[src/design/cpfa_pkg.sv]
`default_nettype none

package cpfa_pkg;

   // Frame map geometry
   localparam int NUM_FRAMES  = 1024;
   localparam int FRAME_BYTES = 4096;
   localparam int IDX_W       = $clog2(NUM_FRAMES);
   localparam int CNT_W       = IDX_W + 1;
   localparam int PAGE_SHIFT  = $clog2(FRAME_BYTES);

   // Field widths
   localparam int OP_W       = 2;
   localparam int NPAGES_W   = 11;
   localparam int ADDR_W     = 32;
   localparam int OWNER_W    = 15;
   localparam int PIDX_W     = 10;
   localparam int STATUS_W   = 2;
   localparam int PHYS_W     = 22;
   localparam int USED_W     = 23;
   localparam int CSR_ADDR_W = 4;
   localparam int CSR_DATA_W = 32;

   // Register indexes and reset values
   localparam logic [1:0] REG_RESERVED = 2'd0;
   localparam logic [1:0] REG_PRESENT  = 2'd1;
   localparam logic [1:0] REG_KBASE    = 2'd2;

   localparam logic [CNT_W-1:0]  RESERVED_RST = '0;
   localparam logic [CNT_W-1:0]  PRESENT_RST  = CNT_W'(NUM_FRAMES);
   localparam logic [ADDR_W-1:0] KBASE_RST    = 32'h8000_0000;

   typedef enum logic [OP_W-1:0] {
      OP_ALLOC      = 2'd0,
      OP_FREE_ADDR  = 2'd1,
      OP_FREE_INDEX = 2'd2,
      OP_USAGE      = 2'd3
   } op_type;

   typedef enum logic [STATUS_W-1:0] {
      STATUS_OK        = 2'd0,
      STATUS_NO_RUN    = 2'd1,
      STATUS_NOT_FOUND = 2'd2,
      STATUS_MISMATCH  = 2'd3
   } status_type;

   // One record of the frame map
   typedef struct packed {
      logic                used;
      logic                first;
      logic [NPAGES_W-1:0] len;
      logic [OWNER_W-1:0]  owner;
      logic [ADDR_W-1:0]   vaddr;
   } frame_rec_type;

   typedef struct packed {
      logic [CNT_W-1:0]  reserved;
      logic [CNT_W-1:0]  present;
      logic [ADDR_W-1:0] kernel_base;
   } cfg_type;

   typedef struct packed {
      logic              en;
      logic [IDX_W-1:0]  addr;
      frame_rec_type     data;
   } ram_wr_type;

   // Operands of the shared compare unit
   typedef struct packed {
      frame_rec_type       rec;
      logic [ADDR_W-1:0]   vaddr;
      logic [OWNER_W-1:0]  owner;
      logic [NPAGES_W-1:0] npages;
      logic [CNT_W-1:0]    run_cnt;
      logic [CNT_W-1:0]    base;
      logic [CNT_W-1:0]    top;
   } scan_ctx_type;

   typedef struct packed {
      logic match;
      logic run_done;
      logic fits;
   } scan_res_type;

endpackage

`default_nettype wire

[src/design/cpfa_scan_unit.sv]
`default_nettype none

module cpfa_scan_unit
   import cpfa_pkg::*;
(
   input  scan_ctx_type ctx,
   output scan_res_type res
);

   logic [CNT_W:0] cnt_next;
   logic [CNT_W:0] run_end;

   // Advance the free run and find where a run from base would end
   assign cnt_next = {1'b0, ctx.run_cnt} + {{CNT_W{1'b0}}, 1'b1};
   assign run_end  = {1'b0, ctx.base} + {{(CNT_W + 1 - NPAGES_W){1'b0}}, ctx.npages};

   always_comb begin
      res.match    = ctx.rec.used && (ctx.rec.vaddr == ctx.vaddr) &&
                     (ctx.rec.owner == ctx.owner);
      res.run_done = cnt_next == {{(CNT_W + 1 - NPAGES_W){1'b0}}, ctx.npages};
      res.fits     = run_end <= {1'b0, ctx.top};
   end

endmodule

`default_nettype wire

[src/design/cpfa_ctrl.sv]
`default_nettype none

module cpfa_ctrl
   import cpfa_pkg::*;
(
   input  logic                clock,
   input  logic                reset,
   input  cfg_type             cfg,
   input  logic                req_valid,
   output logic                req_ready,
   input  logic [OP_W-1:0]     req_op,
   input  logic [NPAGES_W-1:0] req_npages,
   input  logic [ADDR_W-1:0]   req_vaddr,
   input  logic [OWNER_W-1:0]  req_owner,
   input  logic [PIDX_W-1:0]   req_page_index,
   output logic                rsp_valid,
   input  logic                rsp_ready,
   output logic [STATUS_W-1:0] rsp_status,
   output logic [PHYS_W-1:0]   rsp_phys_addr,
   output logic [ADDR_W-1:0]   rsp_virt_addr,
   output logic [USED_W-1:0]   rsp_used_bytes,
   output ram_wr_type          ram_wr,
   output logic [IDX_W-1:0]    ram_rd_addr,
   input  frame_rec_type       ram_rd_data
);

   typedef enum logic [8:0] {
      ST_CLEAR  = 9'b000000001,
      ST_IDLE   = 9'b000000010,
      ST_ASCAN  = 9'b000000100,
      ST_AMARK  = 9'b000001000,
      ST_FSCAN  = 9'b000010000,
      ST_FCLEAR = 9'b000100000,
      ST_XREAD  = 9'b001000000,
      ST_XCHECK = 9'b010000000,
      ST_FIN    = 9'b100000000
   } state_type;

   state_type           state_ff, state_in;
   op_type              op_ff, op_in;
   logic [NPAGES_W-1:0] npages_ff, npages_in;
   logic [ADDR_W-1:0]   vaddr_ff, vaddr_in;
   logic [OWNER_W-1:0]  owner_ff, owner_in;
   logic [CNT_W-1:0]    issue_ptr_ff, issue_ptr_in;
   logic [CNT_W-1:0]    eval_ptr_ff, eval_ptr_in;
   logic                rd_vld_ff, rd_vld_in;
   logic [CNT_W-1:0]    run_cnt_ff, run_cnt_in;
   logic [CNT_W-1:0]    start_ff, start_in;
   logic [CNT_W-1:0]    end_ff, end_in;
   logic [ADDR_W-1:0]   va_ff, va_in;
   status_type          status_ff, status_in;
   logic [CNT_W-1:0]    frames_used_ff, frames_used_in;
   logic                rsp_valid_ff, rsp_valid_in;
   status_type          rsp_status_ff, rsp_status_in;
   logic [PHYS_W-1:0]   rsp_phys_ff, rsp_phys_in;
   logic [ADDR_W-1:0]   rsp_virt_ff, rsp_virt_in;
   logic [USED_W-1:0]   rsp_used_ff, rsp_used_in;

   logic [CNT_W-1:0]    top_frames;
   logic [CNT_W-1:0]    eval_next;
   logic [CNT_W:0]      clr_sum;
   logic [CNT_W-1:0]    clr_end;
   logic [PHYS_W-1:0]   phys_of_start;
   logic [ADDR_W-1:0]   va_calc;
   logic [CNT_W-1:0]    frames_dec;
   scan_ctx_type        scan_ctx;
   scan_res_type        scan_res;

   // Managed top of the map and helper values
   assign top_frames    = (cfg.present < CNT_W'(NUM_FRAMES)) ? cfg.present
                                                             : CNT_W'(NUM_FRAMES);
   assign eval_next     = eval_ptr_ff + CNT_W'(1);
   assign clr_sum       = {1'b0, eval_ptr_ff} +
                          {{(CNT_W + 1 - NPAGES_W){1'b0}}, ram_rd_data.len};
   assign clr_end       = (clr_sum > (CNT_W + 1)'(NUM_FRAMES)) ? CNT_W'(NUM_FRAMES)
                                                                : clr_sum[CNT_W-1:0];
   assign phys_of_start = {start_ff[IDX_W-1:0], {PAGE_SHIFT{1'b0}}};
   assign va_calc       = cfg.kernel_base + {{(ADDR_W - PHYS_W){1'b0}}, phys_of_start};
   assign frames_dec    = (frames_used_ff != '0) ? frames_used_ff - CNT_W'(1)
                                                 : frames_used_ff;

   // Shared compare unit
   always_comb begin
      scan_ctx.rec     = ram_rd_data;
      scan_ctx.vaddr   = vaddr_ff;
      scan_ctx.owner   = owner_ff;
      scan_ctx.npages  = (state_ff == ST_IDLE) ? req_npages : npages_ff;
      scan_ctx.run_cnt = run_cnt_ff;
      scan_ctx.base    = (state_ff == ST_IDLE) ? cfg.reserved : eval_next;
      scan_ctx.top     = top_frames;
   end

   cpfa_scan_unit u_scan (
      .ctx (scan_ctx),
      .res (scan_res)
   );

   // Sequencer
   always_comb begin
      state_in       = state_ff;
      op_in          = op_ff;
      npages_in      = npages_ff;
      vaddr_in       = vaddr_ff;
      owner_in       = owner_ff;
      issue_ptr_in   = issue_ptr_ff;
      eval_ptr_in    = eval_ptr_ff;
      rd_vld_in      = 1'b0;
      run_cnt_in     = run_cnt_ff;
      start_in       = start_ff;
      end_in         = end_ff;
      va_in          = va_ff;
      status_in      = status_ff;
      frames_used_in = frames_used_ff;
      rsp_valid_in   = rsp_valid_ff && !rsp_ready;
      rsp_status_in  = rsp_status_ff;
      rsp_phys_in    = rsp_phys_ff;
      rsp_virt_in    = rsp_virt_ff;
      rsp_used_in    = rsp_used_ff;
      ram_wr         = '0;
      ram_rd_addr    = issue_ptr_ff[IDX_W-1:0];

      case (state_ff)
         // Zero the whole map once after reset
         ST_CLEAR: begin
            ram_wr.en    = 1'b1;
            ram_wr.addr  = issue_ptr_ff[IDX_W-1:0];
            issue_ptr_in = issue_ptr_ff + CNT_W'(1);
            if (issue_ptr_ff[IDX_W-1:0] == IDX_W'(NUM_FRAMES - 1)) begin
               state_in = ST_IDLE;
            end
         end

         // Take an item and pick the operation
         ST_IDLE: begin
            if (req_valid) begin
               op_in        = op_type'(req_op);
               npages_in    = req_npages;
               vaddr_in     = req_vaddr;
               owner_in     = req_owner;
               run_cnt_in   = '0;
               start_in     = cfg.reserved;
               issue_ptr_in = cfg.reserved;
               status_in    = STATUS_OK;
               case (op_type'(req_op))
                  OP_ALLOC: begin
                     if (req_npages == '0 || !scan_res.fits) begin
                        status_in = STATUS_NO_RUN;
                        state_in  = ST_FIN;
                     end else begin
                        state_in = ST_ASCAN;
                     end
                  end
                  OP_FREE_ADDR: begin
                     if (cfg.reserved >= top_frames) begin
                        status_in = STATUS_NOT_FOUND;
                        state_in  = ST_FIN;
                     end else begin
                        state_in = ST_FSCAN;
                     end
                  end
                  OP_FREE_INDEX: begin
                     issue_ptr_in = {1'b0, req_page_index};
                     if ({1'b0, req_page_index} >= top_frames) begin
                        status_in = STATUS_MISMATCH;
                        state_in  = ST_FIN;
                     end else begin
                        state_in = ST_XREAD;
                     end
                  end
                  default: begin
                     state_in = ST_FIN;
                  end
               endcase
            end
         end

         // First-fit search, one record per cycle
         ST_ASCAN: begin
            issue_ptr_in = issue_ptr_ff + CNT_W'(1);
            eval_ptr_in  = issue_ptr_ff;
            rd_vld_in    = 1'b1;
            if (rd_vld_ff) begin
               if (ram_rd_data.used) begin
                  run_cnt_in = '0;
                  start_in   = eval_next;
                  if (!scan_res.fits) begin
                     status_in = STATUS_NO_RUN;
                     state_in  = ST_FIN;
                  end
               end else if (scan_res.run_done) begin
                  va_in        = (vaddr_ff != '0) ? vaddr_ff : va_calc;
                  issue_ptr_in = start_ff;
                  run_cnt_in   = '0;
                  state_in     = ST_AMARK;
               end else begin
                  run_cnt_in = run_cnt_ff + CNT_W'(1);
               end
            end
         end

         // Mark the run, one record per cycle
         ST_AMARK: begin
            ram_wr.en         = 1'b1;
            ram_wr.addr       = issue_ptr_ff[IDX_W-1:0];
            ram_wr.data.used  = 1'b1;
            ram_wr.data.first = run_cnt_ff == '0;
            ram_wr.data.len   = npages_ff;
            ram_wr.data.owner = owner_ff;
            ram_wr.data.vaddr = va_ff;
            frames_used_in    = frames_used_ff + CNT_W'(1);
            issue_ptr_in      = issue_ptr_ff + CNT_W'(1);
            run_cnt_in        = run_cnt_ff + CNT_W'(1);
            if (scan_res.run_done) begin
               state_in = ST_FIN;
            end
         end

         // Look for the first in-use record with this address and owner
         ST_FSCAN: begin
            issue_ptr_in = issue_ptr_ff + CNT_W'(1);
            eval_ptr_in  = issue_ptr_ff;
            rd_vld_in    = 1'b1;
            if (rd_vld_ff) begin
               if (scan_res.match) begin
                  rd_vld_in = 1'b0;
                  if (!ram_rd_data.first) begin
                     status_in = STATUS_MISMATCH;
                     state_in  = ST_FIN;
                  end else begin
                     end_in       = clr_end;
                     issue_ptr_in = eval_ptr_ff;
                     state_in     = ST_FCLEAR;
                  end
               end else if (eval_next == top_frames) begin
                  status_in = STATUS_NOT_FOUND;
                  state_in  = ST_FIN;
               end
            end
         end

         // Read ahead and clear the run behind it
         ST_FCLEAR: begin
            if (issue_ptr_ff < end_ff) begin
               issue_ptr_in = issue_ptr_ff + CNT_W'(1);
               eval_ptr_in  = issue_ptr_ff;
               rd_vld_in    = 1'b1;
            end
            if (rd_vld_ff) begin
               ram_wr.en   = 1'b1;
               ram_wr.addr = eval_ptr_ff[IDX_W-1:0];
               if (ram_rd_data.used) begin
                  frames_used_in = frames_dec;
               end
            end else if (issue_ptr_ff >= end_ff) begin
               status_in = STATUS_OK;
               state_in  = ST_FIN;
            end
         end

         ST_XREAD: begin
            state_in = ST_XCHECK;
         end

         // Check one record and clear it on a match
         ST_XCHECK: begin
            if (scan_res.match) begin
               ram_wr.en      = 1'b1;
               ram_wr.addr    = issue_ptr_ff[IDX_W-1:0];
               frames_used_in = frames_dec;
               status_in      = STATUS_OK;
            end else begin
               status_in = STATUS_MISMATCH;
            end
            state_in = ST_FIN;
         end

         // Hand the result to the output register once it is free
         ST_FIN: begin
            if (!rsp_valid_ff || rsp_ready) begin
               rsp_valid_in  = 1'b1;
               rsp_status_in = status_ff;
               if (op_ff == OP_ALLOC && status_ff == STATUS_OK) begin
                  rsp_phys_in = phys_of_start;
                  rsp_virt_in = va_ff;
               end else begin
                  rsp_phys_in = '0;
                  rsp_virt_in = '0;
               end
               rsp_used_in = {frames_used_ff, {PAGE_SHIFT{1'b0}}};
               state_in    = ST_IDLE;
            end
         end

         default: begin
            state_in = ST_IDLE;
         end
      endcase
   end

   // Control state
   always_ff @(posedge clock) begin
      if (reset) begin
         state_ff       <= ST_CLEAR;
         issue_ptr_ff   <= '0;
         rd_vld_ff      <= 1'b0;
         frames_used_ff <= '0;
         rsp_valid_ff   <= 1'b0;
      end else begin
         state_ff       <= state_in;
         issue_ptr_ff   <= issue_ptr_in;
         rd_vld_ff      <= rd_vld_in;
         frames_used_ff <= frames_used_in;
         rsp_valid_ff   <= rsp_valid_in;
      end
   end

   // Operands and result payload
   always_ff @(posedge clock) begin
      op_ff         <= op_in;
      npages_ff     <= npages_in;
      vaddr_ff      <= vaddr_in;
      owner_ff      <= owner_in;
      eval_ptr_ff   <= eval_ptr_in;
      run_cnt_ff    <= run_cnt_in;
      start_ff      <= start_in;
      end_ff        <= end_in;
      va_ff         <= va_in;
      status_ff     <= status_in;
      rsp_status_ff <= rsp_status_in;
      rsp_phys_ff   <= rsp_phys_in;
      rsp_virt_ff   <= rsp_virt_in;
      rsp_used_ff   <= rsp_used_in;
   end

   assign req_ready      = state_ff == ST_IDLE;
   assign rsp_valid      = rsp_valid_ff;
   assign rsp_status     = rsp_status_ff;
   assign rsp_phys_addr  = rsp_phys_ff;
   assign rsp_virt_addr  = rsp_virt_ff;
   assign rsp_used_bytes = rsp_used_ff;

endmodule

`default_nettype wire

[config.mk]
export PLATFORM = sky130hd
export DESIGN_NAME = cpfa_ctrl
export DESIGN_NICKNAME = d
export VERILOG_FILES = /design/src/design/cpfa_pkg.sv /design/src/design/cpfa_scan_unit.sv /design/src/design/cpfa_ctrl.sv
export SDC_FILE = /design/constraint.sdc
export NUM_CORES = 1
export LEC_CHECK = 0
export ABC_AREA = 0
export BUFFER_PORTS_ARGS = -buffer_cell sky130_fd_sc_hd__buf_2
export CELL_PAD_IN_SITES_DETAIL_PLACEMENT = 1
export CELL_PAD_IN_SITES_GLOBAL_PLACEMENT = 2
export CORE_UTILIZATION = 35
export CTS_BUF_LIST = sky130_fd_sc_hd__clkbuf_8
export DETAILED_ROUTE_END_ITERATION = 12
export PLACE_DENSITY_LB_ADDON = 0.15
export RECOVER_POWER = 50
export SLEW_MARGIN = 5
export SYNTH_ARGS = -nofsm -noshare
export SYNTH_HDL_FRONTEND = slang
export SYNTH_SLANG_ARGS = --single-unit
export TNS_END_PERCENT = 20
[constraint.sdc]
create_clock -name clock -period 6.1 [get_ports clock]
set_input_delay 0.305 -clock clock [delete_from_list [all_inputs] [get_ports clock]]
set_output_delay 0.305 -clock clock [all_outputs]
set_load 0.02 [all_outputs]
==> impl_metrics.ini <==
[logic_synthesis]
yosysWarnings = 0
synthFlopType = edfxtp_1
syn_inst = 1458
yosysSeqAreaShare_pct = 44.36
syn_avg_cell_area_um2 = 9.981
netlist_area_mm2 = 0.01455
netlist_top_cells_area = edfxtp_1 (40%), ha_1 (7.6%), dfxtp_1 (4.5%)
synth_edf_count = 193
ys_ff_latch = 226
synth_top_cell_by_area = edfxtp_1
synth_top_area_share_pct = 39.82
async_flop_share_pct = 0
synth_cell_types = 76

[placement]
gp_congestion = 0.8829
post-place-ws_ns = 0.3703
numPortBuffers = 325
dp_hpwl_um = 43300

[timing]
skew_ns = 0.03799
setup_viol = 0
hold_viol = 0
fmax_ghz = 0.1796
worstMarginPinSlew_ns = 3.302
timing.setup.tns_ns = 0
fin_crit_sh_pct = 91.28
final_max_slew_viol_count = 129
grt_setup_unrepaired = false
fin_ws_ns = 0.5320
min_period_ns = 5.568
maxSlewHeadroom_pct = -120.1

[route]
wl_per_cell_um = 23.04
via_per_inst = 5.257
drt_iter0_markers = 628
ant_nets = 0
dr.pass1.iters = 5
drcViolationCount = 0
num_vias = 12720
wl_um = 55720

[grt]
overflow = 0
grt_max_degree = 56
antenna_found_initial = 7
grt_pass1_wl_um = 81920
grt_usage_pct = 26.18
grt_pass1_vias = 13350

[cts]
cts_made_buffers = 44
cts_tree = built
clk_pin_slew_ns = 0.06
cts.path.max_buffers = 3
worstSkewPairLatency_ns = 0.62
cts_htree_levels = 2
root_buffer = clkbuf_8
post_cts_buffers = 0
cts_sinks = 226

[hold_path]
worstHoldPathCells = 2
min_path_type = primary input to flop

[critical_path]
critPathMaxStageDelay_ns = 0.48
crit_fanout = 9
critical_path_class = flop to flop
required_ns = 6.57
cp_cell_sequence = nor4b_4, nand3_2, clkinv_2, clkbuf_1, mux2_2, ha_1, a21boi_0, o21ai_0, a21boi_0, o21a_1, nor2_1, xnor2_1, ha_1, nand4_1, nor2_1, o21a_1, o31a_1, o21ai_1, a311oi_2, nand2_1, mux2_2
worstSetupStartpointType = flop
arrival_ns = 6.04
end_kind = flop
cp_slowest_cell = dfxtp_1
r2r_cells = 21

[floorplanning]
start_util_pct = 35.56
core_mm2 = 0.04092
die_area_mm2 = 0.04240
io_pins = 350
die_w_um = 205.9
die-height_um = 205.9
rows = 74

[cells_and_area]
nFillCells = 4774
drive_above_1_share_pct = 18.73
area_delta_synth_final_pct = 24.00
nets = 2135

[flow_run]
cap_violations = 3

[power]
p_total_w = 0.004141
power_density_mw_per_mm2 = 229.5
ir_drop_uv = 124.0
power.leakage_nw = 7.522

[status]
status = complete, but fails checks
failed_checks = max-capacitance violations, max-slew violations
==> repair_timing <==
action,CTS,global route
resized for setup,0,5
hold buffers,72,0
setup endpoints to repair,0,10
hold endpoints to repair,72,0
==> layout make-up <==
cell class / count / area, um2 / area share, %
multi-input cells: 1107 / 7512 / 41.63
flip-flops and latches: 226 / 6456 / 35.78
repair buffers: 413 / 2350 / 13.02
well taps: 532 / 665.6 / 3.689
clock buffers: 48 / 660.6 / 3.661
inverters: 63 / 237.7 / 1.317
clock inverters: 28 / 157.7 / 0.8737
diodes: 2 / 5.005 / 0.02774
==> metrics by stage <==
stage               utilization, %  std cells  area, um2  hold WS, ns
finish                       44.09       2419      18040      0.06551
global route                 44.09       2419      18040      0.04226
CTS                          44.34       2417      18150      0.02978
detailed placement           40.58       2269      16610       0.4756
global placement             40.58       2269      16610       0.4819
floorplan                        -       1481      14640       0.4039
==> critical path: cells and delay by family, from the launching register on <==
kind	cells	cell delay, ns
AO/OA/AOI/OAI	8	1.79
AND/OR/NAND/NOR	6	0.99
multiplexers	2	0.79
buffers and inverters	2	0.61
adder cells (fa/ha/maj)	2	0.60
flip-flops	1	0.48
XOR/XNOR	1	0.16
==> routing by layer <==
layer  part of all wire [%]  routed length [um]  GRT usage [%]  vias up
met3                    6.6                3699          5.881       88
met1                     43               24070          33.05     6164
li1                       -                   -              -     6046
met5                   0.10                  58              0        -
met2                     47               26430          44.30      411
met4                    2.6                1463          8.114        8
==> cells in the mapped netlist (all sizes together), types with 13 or more instances <==
cell type    n
ha          88
o21ai       65
nor2       101
and3        21
nor4        32
nand3       37
nand2      106
buf         42
nand4       37
dfxtp       33
xor2        47
mux2i       20
a21oi       77
inv         62
a21o        39
clkbuf      43
edfxtp     193
and2       102
nand2b      49
xnor2       68
nor3        26
mux2        13
==> sequential cells by signal (all words and copies together) (netlist names), 9 cells and up <==
| signal | count |
|---|---|
| frames_used_ff | 11 |
| issue_ptr_ff | 11 |
| vaddr_ff | 32 |
| state_ff | 9 |
| end_ff | 11 |
| rsp_phys_addr | 10 |
| va_ff | 32 |
| npages_ff | 11 |
| start_ff | 11 |
| rsp_used_bytes | 11 |
| run_cnt_ff | 11 |
| rsp_virt_addr | 32 |
| owner_ff | 15 |
| eval_ptr_ff | 11 |
==> cell usage in the layout, fill, tap and decap left out, types with 12 or more instances in the layout <==
cell type      synthesis  layout
nor2_1               100     100
a21oi_1               77      77
buf_4                 35      12
nand2_1              106     106
dlygate4sd3_1          0      72
nor3_1                22      22
clkbuf_1              43      86
conb_1                 1      24
nand2b_1              48      48
mux2i_1               20      20
nand3_1               36      36
o21ai_0               64      63
and3_1                21      21
xor2_1                47      47
edfxtp_1             193     193
buf_2                  4     243
nor4_1                31      30
a21o_1                39      39
nand4_1               37      37
and2_0                 0      29
xnor2_1               68      68
dfxtp_1               33      33
and2_1               102      73
ha_1                  88      88
inv_1                 62      76
clkbuf_8               0      48
==> cell families (layout without fill, tap and decap cells) <==
group | after synthesis | count (layout) | share of synthesized area, %
AND/OR/NAND/NOR | 559 | 559 | 20.65
other | 1 | 26 | 0.02577
XOR/XNOR | 115 | 115 | 6.921
multiplexers | 33 | 33 | 2.459
AO/OA/AOI/OAI | 284 | 284 | 12.54
adder cells (fa/ha/maj) | 92 | 92 | 8.116
flip-flops | 226 | 226 | 44.36
buffers and inverters | 148 | 552 | 4.918
==> power breakdown <==
part / internal [W] / total (W) / switching [W]
clock: 0.000766 / 0.00145 / 0.000689
sequential: 0.00172 / 0.00181 / 0.0000974
combinational: 0.000359 / 0.000871 / 0.000513
==> final timing paths <==
kind                                         start            endpoint  slack [ns]
worst max-delay path                   state_ff[1]         state_ff[5]        0.53
worst min-delay path                        cfg[0]            va_ff[0]        0.07
worst max register to register         state_ff[1]         state_ff[5]        0.53
worst min register to register  frames_used_ff[10]  rsp_used_bytes[22]        0.49
(Power assumes the default switching activity.)
